## src/rtl/split_tree_neighbors_assert.svh

```systemverilog
// Assertion macros for the split tree neighbor block.
// Used by rtl/split_tree_neighbors.sv; needs no package.
`ifndef SPLIT_TREE_NEIGHBORS_ASSERT_SVH
`define SPLIT_TREE_NEIGHBORS_ASSERT_SVH

// Checked on the rising clock edge and ignored while reset is held low.
`define STN_ASSERT(label, clk, rst_n, prop, msg) \
    label: assert property (@(posedge clk) disable iff (!rst_n) prop) else $error(msg);

// Checked on every rising clock edge, reset included.
`define STN_ASSERT_ALWAYS(label, clk, prop, msg) \
    label: assert property (@(posedge clk) prop) else $error(msg);

`endif

```

## src/rtl/stn_pkg.sv

```systemverilog
// Shared widths, register indexes and the split unit result type.
// Used by rtl/stn_split_unit.sv and rtl/split_tree_neighbors.sv.
package stn_pkg;

    localparam int RANK_W  = 6;
    localparam int SIZE_W  = 7;
    localparam int RATIO_W = 17;
    localparam int IDX_W   = 2;
    localparam int FRAC_W  = 16;

    localparam logic [IDX_W-1:0] CFG_GROUP_SIZE  = 2'd0;
    localparam logic [IDX_W-1:0] CFG_SPLIT_RATIO = 2'd1;

    // One split of the current segment.
    typedef struct packed {
        logic [SIZE_W-1:0] pbig;
        logic [RANK_W-1:0] child_id;
        logic [SIZE_W-1:0] child_blocks;
        logic [RANK_W-1:0] parent_id;
        logic              is_head;
        logic              is_child;
        logic [SIZE_W-1:0] next_size;
        logic [RANK_W-1:0] next_relpos;
    } t_step_res;

endpackage

```

## src/rtl/stn_split_unit.sv

```systemverilog
// Shared split unit: split point, neighbor ranks and the next segment.
// Depends on stn_pkg.
module stn_split_unit (
    input  logic [stn_pkg::SIZE_W-1:0]  i_size,
    input  logic [stn_pkg::RANK_W-1:0]  i_relpos,
    input  logic [stn_pkg::RANK_W-1:0]  i_rank,
    input  logic [stn_pkg::SIZE_W-1:0]  i_group,
    input  logic [stn_pkg::RATIO_W-1:0] i_ratio,
    output stn_pkg::t_step_res          o_res
);

    localparam int PROD_W = stn_pkg::RATIO_W + stn_pkg::SIZE_W;
    localparam int RAW_W  = PROD_W - stn_pkg::FRAC_W;

    logic [PROD_W-1:0]          prod;
    logic [RAW_W-1:0]           raw;
    logic [stn_pkg::SIZE_W-1:0] size_m1;
    logic [stn_pkg::SIZE_W-1:0] pbig;
    logic [stn_pkg::SIZE_W-1:0] upper;
    logic [stn_pkg::SIZE_W-1:0] csum;
    logic [stn_pkg::SIZE_W:0]   pdiff;
    logic [stn_pkg::SIZE_W:0]   pwrap;
    logic                       go_low;

    always_comb begin
        prod    = PROD_W'(i_ratio) * PROD_W'(i_size);
        raw     = prod[PROD_W-1:stn_pkg::FRAC_W];
        size_m1 = i_size - 7'd1;
        if (raw > RAW_W'(size_m1)) begin
            pbig = size_m1;
        end else begin
            pbig = raw[stn_pkg::SIZE_W-1:0];
        end
        if (pbig == '0) begin
            pbig = 7'd1;
        end
        upper = i_size - pbig;

        // Both sums stay within one group size of the valid range.
        csum = {1'b0, i_rank} + pbig;
        if (csum >= i_group) begin
            csum = csum - i_group;
        end
        pdiff = {2'b00, i_rank} - {1'b0, pbig};
        pwrap = pdiff[stn_pkg::SIZE_W] ? (pdiff + {1'b0, i_group}) : pdiff;

        go_low = pbig > {1'b0, i_relpos};

        o_res.pbig         = pbig;
        o_res.child_id     = csum[stn_pkg::RANK_W-1:0];
        o_res.child_blocks = upper;
        o_res.parent_id    = pwrap[stn_pkg::RANK_W-1:0];
        o_res.is_head      = (i_relpos == '0);
        o_res.is_child     = ({1'b0, i_relpos} == pbig);
        o_res.next_size    = go_low ? pbig : upper;
        o_res.next_relpos  = go_low ? i_relpos : (i_relpos - pbig[stn_pkg::RANK_W-1:0]);
    end

endmodule

```

## src/rtl/split_tree_neighbors.sv

```systemverilog
// Top level of the split tree neighbor block: sequencer, registers, ports.
// Depends on stn_pkg, stn_split_unit and split_tree_neighbors_assert.svh.
//
// A query for one rank is loaded, then the current segment is split one step
// at a time through the single shared split unit (multiply by the ratio,
// clip, wrap the ranks), and the final item follows. The walk is longest
// for ratios near zero or near one, and shorter for ratios near one half,
// where the segment halves at each split. Each child item and the final
// item leave through one output register; a split that yields a child waits
// while that register is full and stalled. No new query is taken until the
// final item of the current one is in the output register. A rank not below
// the group size yields only a final item with the error flag. Configuration
// writes are always ready.
`include "split_tree_neighbors_assert.svh"

module split_tree_neighbors #(
    parameter int MAX_GROUP = 64
) (
    input  logic                        i_clk,
    input  logic                        i_rst_n,
    input  logic                        i_in_valid,
    output logic                        o_in_stall,
    input  logic [stn_pkg::RANK_W-1:0]  i_my_rank,
    output logic                        o_out_valid,
    input  logic                        i_out_stall,
    output logic [stn_pkg::RANK_W-1:0]  o_child_id,
    output logic [stn_pkg::SIZE_W-1:0]  o_child_blocks,
    output logic [stn_pkg::RANK_W-1:0]  o_parent_id,
    output logic                        o_has_parent,
    output logic [stn_pkg::SIZE_W-1:0]  o_own_blocks,
    output logic                        o_rank_error,
    output logic                        o_last,
    input  logic                        i_cfg_valid,
    output logic                        o_cfg_ready,
    input  logic [stn_pkg::IDX_W-1:0]   i_cfg_index,
    input  logic [stn_pkg::RATIO_W-1:0] i_cfg_data
);

    localparam logic [stn_pkg::SIZE_W-1:0] MAX_G = stn_pkg::SIZE_W'(MAX_GROUP);

    typedef enum logic [1:0] {
        S_IDLE = 2'b01,
        S_RUN  = 2'b10
    } t_state;

    t_state                      r_state, n_state;
    logic [stn_pkg::SIZE_W-1:0]  r_group_size;
    logic [stn_pkg::RATIO_W-1:0] r_split_ratio;
    logic [stn_pkg::SIZE_W-1:0]  r_size, n_size;
    logic [stn_pkg::RANK_W-1:0]  r_relpos, n_relpos;
    logic [stn_pkg::RANK_W-1:0]  r_rank, n_rank;
    logic [stn_pkg::SIZE_W-1:0]  r_g, n_g;
    logic [stn_pkg::RANK_W-1:0]  r_parent, n_parent;
    logic                        r_seen, n_seen;
    logic [stn_pkg::SIZE_W-1:0]  r_recv, n_recv;
    logic                        r_err, n_err;
    logic                        r_out_valid, n_out_valid;
    logic                        load_child, load_final;

    logic [stn_pkg::RANK_W-1:0]  r_child_id;
    logic [stn_pkg::SIZE_W-1:0]  r_child_blocks;
    logic [stn_pkg::RANK_W-1:0]  r_parent_id;
    logic                        r_has_parent;
    logic [stn_pkg::SIZE_W-1:0]  r_own_blocks;
    logic                        r_rank_error;
    logic                        r_last;

    stn_pkg::t_step_res          step;
    logic                        in_acc;
    logic                        out_free;
    logic                        done;
    logic [stn_pkg::SIZE_W-1:0]  g_sat;

    stn_split_unit u_split (
        .i_size   (r_size),
        .i_relpos (r_relpos),
        .i_rank   (r_rank),
        .i_group  (r_g),
        .i_ratio  (r_split_ratio),
        .o_res    (step)
    );

    assign o_in_stall  = (r_state != S_IDLE);
    assign o_cfg_ready = 1'b1;
    assign in_acc      = i_in_valid && !o_in_stall;
    assign out_free    = !r_out_valid || !i_out_stall;
    assign done        = (r_size <= 7'd1);

    always_comb begin
        if (r_group_size == '0) begin
            g_sat = 7'd1;
        end else if (r_group_size > MAX_G) begin
            g_sat = MAX_G;
        end else begin
            g_sat = r_group_size;
        end
    end

    always_comb begin
        n_state     = r_state;
        n_size      = r_size;
        n_relpos    = r_relpos;
        n_rank      = r_rank;
        n_g         = r_g;
        n_parent    = r_parent;
        n_seen      = r_seen;
        n_recv      = r_recv;
        n_err       = r_err;
        n_out_valid = r_out_valid && i_out_stall;
        load_child  = 1'b0;
        load_final  = 1'b0;
        case (r_state)
            S_IDLE: begin
                if (in_acc) begin
                    n_rank   = i_my_rank;
                    n_g      = g_sat;
                    n_parent = '0;
                    n_seen   = 1'b0;
                    n_recv   = '0;
                    n_state  = S_RUN;
                    n_relpos = i_my_rank;
                    if ({1'b0, i_my_rank} >= g_sat) begin
                        // Size zero sends the sequencer straight to the final item.
                        n_err  = 1'b1;
                        n_size = '0;
                    end else begin
                        n_err  = 1'b0;
                        n_size = g_sat;
                    end
                end
            end
            S_RUN: begin
                if (done) begin
                    if (out_free) begin
                        load_final  = 1'b1;
                        n_out_valid = 1'b1;
                        n_state     = S_IDLE;
                    end
                end else if (!step.is_head || out_free) begin
                    if (step.is_head) begin
                        load_child  = 1'b1;
                        n_out_valid = 1'b1;
                    end
                    if (step.is_child) begin
                        n_parent = step.parent_id;
                        n_seen   = 1'b1;
                        n_recv   = step.child_blocks;
                    end
                    n_size   = step.next_size;
                    n_relpos = step.next_relpos;
                end
            end
            default: begin
                n_state = S_IDLE;
            end
        endcase
    end

    always_ff @(posedge i_clk) begin
        if (!i_rst_n) begin
            r_state       <= S_IDLE;
            r_group_size  <= 7'd64;
            r_split_ratio <= 17'd32768;
            r_size        <= '0;
            r_relpos      <= '0;
            r_rank        <= '0;
            r_g           <= '0;
            r_parent      <= '0;
            r_seen        <= 1'b0;
            r_recv        <= '0;
            r_err         <= 1'b0;
            r_out_valid   <= 1'b0;
        end else begin
            r_state     <= n_state;
            r_size      <= n_size;
            r_relpos    <= n_relpos;
            r_rank      <= n_rank;
            r_g         <= n_g;
            r_parent    <= n_parent;
            r_seen      <= n_seen;
            r_recv      <= n_recv;
            r_err       <= n_err;
            r_out_valid <= n_out_valid;
            if (i_cfg_valid && o_cfg_ready) begin
                case (i_cfg_index)
                    stn_pkg::CFG_GROUP_SIZE: begin
                        r_group_size <= i_cfg_data[stn_pkg::SIZE_W-1:0];
                    end
                    stn_pkg::CFG_SPLIT_RATIO: begin
                        r_split_ratio <= i_cfg_data;
                    end
                    default: begin
                    end
                endcase
            end
        end
    end

    always_ff @(posedge i_clk) begin
        if (load_child) begin
            r_child_id     <= step.child_id;
            r_child_blocks <= step.child_blocks;
            r_parent_id    <= '0;
            r_has_parent   <= 1'b0;
            r_own_blocks   <= '0;
            r_rank_error   <= 1'b0;
            r_last         <= 1'b0;
        end else if (load_final) begin
            r_child_id     <= '0;
            r_child_blocks <= '0;
            r_parent_id    <= r_parent;
            r_has_parent   <= r_seen;
            r_own_blocks   <= r_recv;
            r_rank_error   <= r_err;
            r_last         <= 1'b1;
        end
    end

    assign o_out_valid    = r_out_valid;
    assign o_child_id     = r_child_id;
    assign o_child_blocks = r_child_blocks;
    assign o_parent_id    = r_parent_id;
    assign o_has_parent   = r_has_parent;
    assign o_own_blocks   = r_own_blocks;
    assign o_rank_error   = r_rank_error;
    assign o_last         = r_last;

    `STN_ASSERT(a_accept_runs, i_clk, i_rst_n, in_acc |=> (r_state == S_RUN), "query not started")
    `STN_ASSERT(a_pos_in_seg, i_clk, i_rst_n,
                ((r_state == S_RUN) && !r_err) |-> ({1'b0, r_relpos} < r_size),
                "position outside segment")
    `STN_ASSERT(a_seg_bound, i_clk, i_rst_n,
                ((r_state == S_RUN) && !r_err) |-> ((r_size <= r_g) && (r_size != '0)),
                "segment size out of range")
    `STN_ASSERT(a_final_idle, i_clk, i_rst_n,
                load_final |=> ((r_state == S_IDLE) && r_out_valid && r_last),
                "final item not delivered")

endmodule

```

## config.mk

```make
export PLATFORM = sky130hd
export DESIGN_NAME = split_tree_neighbors
export DESIGN_NICKNAME = d
export VERILOG_FILES = /design/src/rtl/stn_pkg.sv /design/src/rtl/stn_split_unit.sv /design/src/rtl/split_tree_neighbors.sv
export VERILOG_INCLUDE_DIRS = /design/src /design/src/rtl
export SDC_FILE = /design/constraint.sdc
export NUM_CORES = 1
export LEC_CHECK = 0
export BUFFER_PORTS_ARGS = -buffer_cell sky130_fd_sc_hd__buf_2
export CORE_AREA = 2 2 121 170
export DETAILED_ROUTE_END_ITERATION = 12
export DIE_AREA = 0 0 123 172
export HOLD_SLACK_MARGIN = 0.03
export PLACE_DENSITY = 0.67
export SYNTH_ARGS = -nofsm -noshare
export SYNTH_HDL_FRONTEND = slang
export SYNTH_HIERARCHICAL = 1
export SYNTH_SLANG_ARGS = --single-unit
```

## constraint.sdc

```tcl
create_clock -name i_clk -period 31.2 [get_ports i_clk]
set_input_delay 4.68 -clock i_clk [delete_from_list [all_inputs] [get_ports i_clk]]
set_output_delay 4.68 -clock i_clk [all_outputs]
set_load 0.01 [all_outputs]
```

# [Word level (Yosys, flattened, before mapping)]
# Index checks and enable logic that the tools add are counted.
[totals] ff_bits=97 in_bits=30
[op_classes] n_addsub=7 mul=1 n_lt_le_gt_ge=6 eq_ne=12 n_mux=53 reduce_logical=21
[ops] cell="$mux W7" n=15
[ops] cell="$mux W6" n=12
[ops] cell="$pmux W7 S2" n=2
[ops] cell="$mul A17 B7 Y24" n=1
[ops] cell="$pmux W6 S2" n=2
[ops] cell="$mux W1" n=17
[ops] cell="$logic_not A7 Y1" n=2
[ops] cell="$ne A2 B2 Y1 const B" n=7
[ops] cell="$sub A6 B6 Y6" n=2
[ops] cell="$reduce_and A5 Y1" n=2
[ops] cell="$gt A8 B7 Y1" n=1
[ops] cell="$sub A6 B7 Y8" n=1
[ops] cell="$add A6 B7 Y7" n=1
[ops] cell="$eq A6 B7 Y1" n=1
[ops] cell="$ge A6 B7 Y1" n=1
[ops] cell="$ge A7 B7 Y1" n=1
[ops] cell="$gt A7 B6 Y1" n=1
[ops] cell="$gt A7 B7 Y1 const B" n=1
[ops] cell="$le A7 B1 Y1 const B" n=1
[ops] cell="$sub A7 B1 Y7 const B" n=1
[ops] cell="$sub A7 B7 Y7" n=1
[ops] cell="$add A6 B6 Y6" n=1
[ops] cell="$logic_not A6 Y1" n=1
[ops] cell="$mux W2" n=3
[ops] cell="13 further kinds" n=22

# [Depth between registers and ports, before layout]
# Gate-level depths: netlist of the first run.
[logic_depth] ltp_word=12 ltp_mapped=48 mapped_depth_nobuf=44

# [Modules after synthesis]
# The synthesis of the first run kept the hierarchy.
[by_module_without_submodules] module="stn_split_unit" n_inst=1 cells_each=716 area_each_um2=5824.3 seq_area_each_um2=0.0
[by_module_without_submodules] module="split_tree_neighbors" n_inst=1 cells_each=418 area_each_um2=3782.4 seq_area_each_um2=2072.0

# [Worst setup path after synthesis of the first run]
# OpenSTA, ideal clock, no wires.
[synth_path] kind="flip-flop to flip-flop" from="register r_size[2] (netlist name)" to="register r_child_id, in the netlist o_child_id[1], data pin" setup_time_ps=255 arrival_ps=9893 slack_ps=21053 path_stages_with_launch=42 path_buffers=5 synth_period_minus_slack_ps=10147 path_cell_list="dfxtp_1 > clkbuf_1 > clkbuf_1 > and2_1 > fa_1 > fa_1 > fa_1 > inv_1 > fa_1 > inv_1 > ha_1 > buf_4 > a211oi_1 > o21bai_1 > a2111oi_0 > a21oi_1 > xnor2_1 > inv_1 > (+6 left out) > buf_2 > a21oi_1 > inv_1 > a21oi_1 > a31oi_1 > inv_1 > ha_1 > fa_1 > ha_1 > a21o_1 > a21o_1 > a21o_1 > a21o_1 > a211o_1 > a21o_1 > clkbuf_1 > mux2_2 > and2_1"
[synth_lines] item="start: declaration" line_no="split_tree_neighbors.sv:49" text="logic [stn_pkg::SIZE_W-1:0] r_size, n_size;"
[synth_lines] item="start signal: assignment" line_no="split_tree_neighbors.sv:175" text="r_size <= n_size;"
[synth_lines] item="end signal: assignment" line_no="split_tree_neighbors.sv:201" text="r_child_id <= step.child_id;"
[synth_lines] item="end: declaration" line_no="split_tree_neighbors.sv:60" text="logic [stn_pkg::RANK_W-1:0] r_child_id;"

==> results of run 1 <==
[where the power goes]
group	internal, mW	total [mW]	switching (mW)
combinational	0.0990	0.235	0.136
clock	0.0542	0.107	0.0529
sequential	0.131	0.141	0.0104
total	0.284	0.484	0.199
[placed cells by master (no fill, tap or decap), drive strengths merged, types with 3 or more instances in the layout]
| cell | instances |
|---|---|
| a311oi | 6 |
| o21ai | 39 |
| and3 | 7 |
| xor2 | 15 |
| edfxtp | 13 |
| o21bai | 7 |
| a21oi | 86 |
| ha | 96 |
| dfxtp | 84 |
| nor3 | 12 |
| nor3b | 3 |
| clkinvlp | 3 |
| buf | 68 |
| mux2i | 18 |
| nand3 | 12 |
| nand2 | 162 |
| nor2b | 5 |
| nand4 | 9 |
| xnor2 | 24 |
| fa | 79 |
| or3 | 3 |
| a211oi | 7 |
| o211ai | 4 |
| a21boi | 5 |
| mux2 | 8 |
| and2 | 91 |
| clkbuf | 10 |
| nand3b | 8 |
| nand2b | 13 |
| inv | 121 |
| a22o | 13 |
| nor2 | 64 |
| a31oi | 13 |
| a21o | 23 |
| nor4 | 4 |
| o21a | 4 |
[cell type report]
type | instances | share of cell area [%]
timing repair buffer | 68 | 3.51
multi-input combinational | 865 | 66.3
sequential | 97 | 20.2
tap | 252 | 3.07
inverter | 119 | 4.35
clock buffer | 10 | 2.23
clock inverter | 6 | 0.402
[worst max-delay path, delay by kind of cell, from the launching register on]
kind | cells | cell delay (ns)
compound gates | 17 | 4.67
fa+ha+maj | 9 | 3.77
flops | 1 | 0.94
buf+inv | 5 | 0.68
simple gates | 4 | 0.66
xor+xnor | 1 | 0.29
mux | 1 | 0.29
[state kept, by name, summed over array words and instances, names as in the netlist]
name and cells:
r_split_ratio 17, o_child_blocks 7, o_own_blocks 7, r_g 7, r_group_size 7, r_recv 7, r_size 7, o_child_id 6
o_parent_id 6, r_parent 6, r_rank 6, r_relpos 6, r_state 2, o_has_parent 1, o_last 1, o_out_valid 1
o_rank_error 1, r_err 1, r_seen 1
[path summary, 6_finish.rpt]
check | startpoint | endpoint | slack, ns | cells past startpoint
setup / recovery | r_size[2] | o_child_id[4] | 19.65 | 37
setup reg to reg | r_size[2] | o_child_id[4] | 19.65 | 37
hold reg to reg | o_parent_id[0] | o_parent_id[0] | 0.45 | 2
hold / removal | o_parent_id[0] | o_parent_id[0] | 0.45 | 2
[routing by layer]
metal,global-route usage (%),part of all wire [%],up-vias
met5,0,0,-
met4,13.7,5.5,0
met3,2.64,2.5,58
met2,45.5,53,149
met1,27.4,39,3735
li1,-,-,3821
[metrics by stage]
step	total power [mW]	utilization, %
floorplan	0.325	-
global placement	0.374	50.8
detailed placement	0.377	50.8
CTS	0.484	52.2
global route	0.514	52.2
finish	0.484	52.2
==> results.yml, run 1 <==
pwr:
  p_leak_nw: 4.88
  powerDensity_nw_per_um2: 47.1
  ir_worst_vdd_mv: 0.0596
finish:
  multi_input_area_um2: 6810
  regArea_um2: 2070
  fin_area_um2: 10300
  nFillCells: 1894
  stdcell_count: 1417
  area_delta_synth_final_pct: 7.04
  drive_gt1_share_pct: 9.18
  num_antenna_cells: 0
  finalNetCount: 1365
sta:
  max_freq_mhz: 86.5
  worst_slack_ns: 19.65
  min_period_over_period_pct: 37.0
  slew_headroom_pct: 24.5
  hold_slack_ns: 0.452
  fin_crit_ns: 11.55
  hold_viol_final: 0
  skew_ns: 0.0112
  rsz0062_at_grt: "false"
  setup_viol_count_final: 0
  slew_viol_final: 0
  tns_ns: 0
  worst_slew_pin_slew_ns: 1.13
grt:
  antenna_found_initial: 0
  first_global_vias: 7978
  grt_max_degree: 41
  grt_usage_pct: 24.7
  overflow: 0
  grt_pass1_wl_mm: 40.3
logic_synthesis:
  synth.avg_cell_area_um2: 8.48
  synth_fp_nets: 1338
  netlist_area_um2: 9600
  synthCells: 1133
  ys_warn_count: 6
placement:
  place_inst: 1401
  pre_cts_ws_ns: 19.75
  portBuffers: 60
  gp_congestion: 0.915
  post_dp_cell_area_um2: 10000
  hpwl_mm: 19.4
floorplan:
  io_pins: 62
  start_util_pct: 48.8
  die_w_um: 123
  die_h_um: 172
  rows: 61
  die_area_um2: 21200
  coreArea_um2: 19700
clocking:
  tritoncts: "built"
  post_cts_buffers: 0
  cts_inserted_buffers: 9
  cts_hold_buffers: 0
  clkLatencyLatePin_ns: 0.37
  cts_root_buffer: "clkbuf_16"
  htree_levels: 3
  cts_resized: 0
  clock_path_buffers: 2
  cts.sinks: 97
  path_clk_slew_ns: 0.07
status:
  status: "complete, no violations"
route:
  avgViaCountPerCell: 5.48
  first_pass_iters: 5
  final_antenna_net_count: 0
  routed_wl_mm: 24.7
  vias: 7763
  wl_per_cell_um: 17.4
  dr.first_iter.drc_count: 423
  post-route-drc-count: 0
worst_setup_path:
  crit_fanout: 24
  critical_path.endpoint_type: "flop"
  worstSetupPathType: "reg -> reg"
  cp.arrival_ns: 11.67
  crit_slowest_cell: "dfxtp_1"
  startpoint_type: "flop"
  required_ns: 31.32
  crit_path_max_incr_delay_ns: 0.94
job:
  maxCapViolCount: 0
hold_path:
  hold_class: "reg -> reg"
(Power assumes the default switching activity.)
==> run 2: changes to the inputs <==
==> constraint.sdc (replaced) <==
create_clock -name i_clk -period 11.4 [get_ports i_clk]
set_input_delay 1.71 -clock i_clk [delete_from_list [all_inputs] [get_ports i_clk]]
set_output_delay 1.71 -clock i_clk [all_outputs]
set_load 0.01 [all_outputs]
==> results.yml, run 2 (synthesis gave the netlist of run 1 again) <==
pwr:
  p_leak_nw: 4.93
  p_sw_mw: 0.547
  ir_worst_vdd_mv: 0.126
  seq_power_share_pct: 28.5
  p_sw_share_pct: 40.5
  internal_power_mw: 0.804
  p_total_mw: 1.35
  pwr-share-comb_pct: 48.3
  powerDensity_nw_per_um2: 131
  p_clk_share_pct: 23.2
status:
  status: "complete, no violations"
finish:
  largest-register: "r_split_ratio"
  stdcell_count: 1422
  largest_reg_flops: 17
  layout_common_cells: "161 x nand2_1, 119 x inv_1, 96 x ha_1, 91 x and2_1, 86 x a21oi_1"
  finalNetCount: 1370
  final_core_util_pct: 52.6
  final_common_cell: "nand2_1"
  area_delta_synth_final_pct: 7.77
  num_antenna_cells: 0
  drive_gt1_share_pct: 10.1
  nFillCells: 1958
sta:
  setup_viol_count_final: 0
  slew_viol_final: 0
  max_freq_mhz: 94.0
  hold_viol_final: 0
  rsz0062_at_grt: "false"
  slew_headroom_pct: 24.4
  tns_ns: 0
  hold_slack_ns: 0.450
  worst_slew_pin_slew_ns: 1.13
  fin_crit_ns: 10.63
  skew_ns: 0.0147
  min_period_over_period_pct: 93.3
clocking:
  cts.sinks: 97
  tritoncts: "built"
  clock_path_buffers: 2
  htree_levels: 3
  cts_inserted_buffers: 9
  cts_root_buffer: "clkbuf_16"
  clkLatencyLatePin_ns: 0.37
  path_clk_slew_ns: 0.07
  cts_hold_buffers: 0
grt:
  grt_pass1_wl_mm: 41.3
  grt_use_met2_pct: 46.9
  top_usage_layer: "met2"
  met3_usage_pct: 2.54
  grt_max_degree: 39
  first_global_vias: 8202
  overflow: 0
  grt_usage_pct: 25.4
  grt_use_met1_pct: 28.4
  antenna_found_initial: 0
route:
  dr.first_iter.drc_count: 455
  wl_per_cell_um: 17.8
  final_antenna_net_count: 0
  vias: 7875
  routed_wl_mm: 25.4
  avgViaCountPerCell: 5.54
  first_pass_iters: 5
  post-route-drc-count: 0
floorplan:
  start_util_pct: 48.8
  io_pins: 62
  die_h_um: 172
  die_w_um: 123
  rows: 61
  die_area_um2: 21200
  coreArea_um2: 19700
worst_setup_path:
  crit_fanout: 12
  crit_slowest_cell: "dfxtp_1"
  worstSetupPathType: "reg -> reg"
  r2r_slack_ns: 0.77
  startpoint_type: "flop"
  critPathTopFamily: "compound AO/OA/AOI/OAI gates"
  crit_path_max_incr_delay_ns: 0.64
  critical_path.endpoint_type: "flop"
  cp.arrival_ns: 10.75
  path_buf_inv: 6
  required_ns: 11.52
placement:
  portBuffers: 60
  hpwl_mm: 19.8
  place_inst: 1406
  gp_congestion: 0.936
hold_path:
  hold_class: "reg -> reg"
job:
  maxCapViolCount: 0
## run 2: cell types whose count changed in the layout (fill, tap and decap cells not counted)
cell,before,now
buf_4,8,13
dfxtp_1,84,79
dfxtp_2,0,5
clkinvlp_4,3,1
a2111oi_0,2,1
a2111oi_1,0,1
bufinv_16,0,1
clkinv_1,1,0
clkinv_2,0,1
clkinv_4,0,1
## run 2: worst paths after layout
path	cells after the start	end	from
worst max-delay path	37	o_child_id[1]	r_size[1]
worst max register to register	37	o_child_id[1]	r_size[1]
worst min-delay path	2	o_own_blocks[1]	o_own_blocks[1]
worst min register to register	2	o_own_blocks[1]	o_own_blocks[1]
## run 2: metrics by stage
stage	setup slack [ns]	cell area (um2)
floorplan	1.25	9600
global placement	0.773	10000
detailed placement	0.430	10000
CTS	0.369	10300
global route	0.112	10300
finish	0.765	10300
## run 2: what timing repair did
item,CTS,global route
setup endpoints to repair,0,6
endpoints found under the hold margin,0,0
gates resized for setup,0,6
setup buffers,0,0
## run 2: area by class of cell
type	count	area, um2	area share, %
Sequential cell	97	2080	20.1
Multi-Input combinational cell	865	6820	65.9
Clock inverter	6	66.3	0.641
Clock buffer	10	229	2.21
Tap cell	252	315	3.05
Inverter	119	447	4.32
Timing Repair Buffer	73	398	3.84
## run 2: power groups by stage
stage / combinational (mW) / clock [mW] / sequential (mW)
global route: 0.722 / 0.331 / 0.388
floorplan: 0.512 / 0 / 0.377
global placement: 0.636 / 0 / 0.392
finish: 0.652 / 0.314 / 0.385
detailed placement: 0.643 / 0 / 0.392
CTS: 0.647 / 0.320 / 0.384
## run 2: routing by layer
metal  wire [um]  part of all wire, %
met4        1140                  4.5
met2       13500                   53
met3         682                  2.7
met5           0                    0
met1       10000                   39
## run 2: worst register-to-register path: cells and delay by family (launching register included)
family	cells	cell delay, ns
AO/OA/AOI/OAI	17	4.04
XOR/XNOR	1	0.29
adder cells (fa/ha/maj)	9	3.76
buffers and inverters	6	0.76
flip-flops	1	0.64
multiplexers	1	0.31
AND/OR/NAND/NOR	3	0.58
==> run 3: changes to the inputs <==
--- a/config.mk
+++ b/config.mk
@@ -12,6 +12,7 @@
 export DIE_AREA = 0 0 123 172
 export HOLD_SLACK_MARGIN = 0.03
 export PLACE_DENSITY = 0.67
+export REMOVE_ABC_BUFFERS = 1
 export SYNTH_ARGS = -nofsm -noshare
 export SYNTH_HDL_FRONTEND = slang
 export SYNTH_HIERARCHICAL = 1
==> results.yml, run 3 (synthesis gave the netlist of run 1 again) <==
clocking:
  clock_path_buffers: 2
  htree_levels: 3
  path_clk_slew_ns: 0.08
  cts_inserted_buffers: 9
  cts_resized: 0
  cts_hold_buffers: 0
  clkLatencyLatePin_ns: 0.37
  cts.sinks: 97
  post_cts_buffers: 0
  tritoncts: "built"
  cts_root_buffer: "clkbuf_16"
finish:
  final_common_cell: "nand2_1"
  nFillCells: 1955
  stdcell_count: 1426
  num_antenna_cells: 0
  drive_gt1_share_pct: 10.2
  layout_common_cells: "161 x nand2_1, 119 x inv_1, 96 x ha_1, 91 x and2_1, 86 x a21oi_1"
  area_delta_synth_final_pct: 7.93
  largest_reg_flops: 17
  finalNetCount: 1374
  largest-register: "r_split_ratio"
worst_setup_path:
  r2r_slack_ns: 0.75
  worstSetupPathType: "reg -> reg"
  critical_path.endpoint_type: "flop"
  cp.arrival_ns: 10.76
  worstReg2RegStart: "r_size[3]"
  crit_end: "o_child_id[4]"
  crit_path_max_incr_delay_ns: 0.71
  reg2reg_depth: 38
  crit_fanout: 16
  critPathTopFamily: "compound AO/OA/AOI/OAI gates"
  worst-path-stages: 38
  startpoint_type: "flop"
  path_buf_inv: 7
  crit_slowest_cell: "dfxtp_1"
  required_ns: 11.52
  startpoint: "r_size[3]"
  r2r-end: "o_child_id[4]"
placement:
  pre_cts_ws_ns: 0.841
  place_inst: 1410
  gp_congestion: 0.943
  portBuffers: 60
  hpwl_mm: 19.9
sta:
  setup_viol_count_final: 0
  tns_ns: 0
  max_freq_mhz: 93.9
  fin_crit_ns: 10.65
  slew_viol_final: 0
  worst_slew_pin_slew_ns: 0.727
  hold_viol_final: 0
  skew_ns: 0.0132
  slew_headroom_pct: 51.4
  worst_slack_ns: 0.753
  rsz0062_at_grt: "false"
  min_period_over_period_pct: 93.4
  hold_slack_ns: 0.455
floorplan:
  start_util_pct: 48.8
  rows: 61
  die_w_um: 123
  die_area_um2: 21200
  coreArea_um2: 19700
  die_h_um: 172
  io_pins: 62
grt:
  grt_usage_pct: 25.5
  first_global_vias: 8300
  antenna_found_initial: 0
  overflow: 0
  grt_max_degree: 41
  grt_pass1_wl_mm: 41.5
pwr:
  ir_worst_vdd_mv: 0.145
  p_leak_nw: 4.95
  p_total_mw: 1.33
  powerDensity_nw_per_um2: 128
job:
  maxCapViolCount: 0
route:
  dr.first_iter.drc_count: 354
  final_antenna_net_count: 0
  avgViaCountPerCell: 5.52
  first_pass_iters: 5
  routed_wl_mm: 25.2
  vias: 7865
  post-route-drc-count: 0
  wl_per_cell_um: 17.7
status:
  status: "complete, no violations"
hold_path:
  hold_class: "reg -> reg"
run 3: cell types whose count changed in the layout (fill, tap and decap cells not counted):
cell / delta
a2111oi_0: +1
a2111oi_1: -1
buf_4: +4
bufinv_16: -1
clkbuf_1: -1
clkinv_4: -1
clkinv_8: +1
dfxtp_1: +3
dfxtp_2: -3
inv_6: +2
run 3: worst min path at each step:
stage                  from  slack [ns]  cells past startpoint         endpoint
3_3_place_gp         r_seen        0.44                      1           r_seen
2_1_floorplan        r_seen        0.43                      1           r_seen
4_1_cts        o_has_parent        0.46                      2     o_has_parent
3_5_place_dp      r_recv[3]        0.44                      2  o_own_blocks[3]
6_report        r_parent[4]        0.45                      2   o_parent_id[4]
5_1_grt         r_parent[4]        0.48                      2   o_parent_id[4]
run 3: final cells by class:
class / instances / area (um2) / share of cell area [%]
multi-input combinational: 865 / 6810 / 65.7
sequential: 97 / 2070 / 20.0
inverter: 119 / 447 / 4.31
timing repair buffer: 77 / 428 / 4.13
tap: 252 / 315 / 3.04
clock buffer: 9 / 225 / 2.17
clock inverter: 7 / 61.3 / 0.592
run 3: power by group:
group	total, mW	switching (mW)	internal [mW]	leakage (nW)
logic	0.643	0.369	0.274	3.97
registers	0.382	0.0229	0.359	0.833
clock network	0.302	0.150	0.152	0.140
total	1.33	0.542	0.785	4.95
run 3: tightest hold or removal path, stage by stage (launching register included):
cell and delay [ns]:
dfxtp_1 0.32, nand2_1 0.05, a21oi_1 0.05
run 3: through the flow:
step,utilization [%],cell area [um2]
floorplan,-,9330
global placement,51.2,10100
detailed placement,51.2,10100
CTS,52.6,10400
global route,52.6,10400
finish,52.6,10400
run 3: layer usage:
| metal | up-vias | track usage [%] | part of all wire, % |
|---|---|---|---|
| met5 | - | 0 | 0 |
| met3 | 74 | 2.67 | 2.3 |
| met4 | 0 | 16.3 | 6.4 |
| met2 | 157 | 45.8 | 51 |
| met1 | 3801 | 28.3 | 40 |
| li1 | 3833 | - | - |
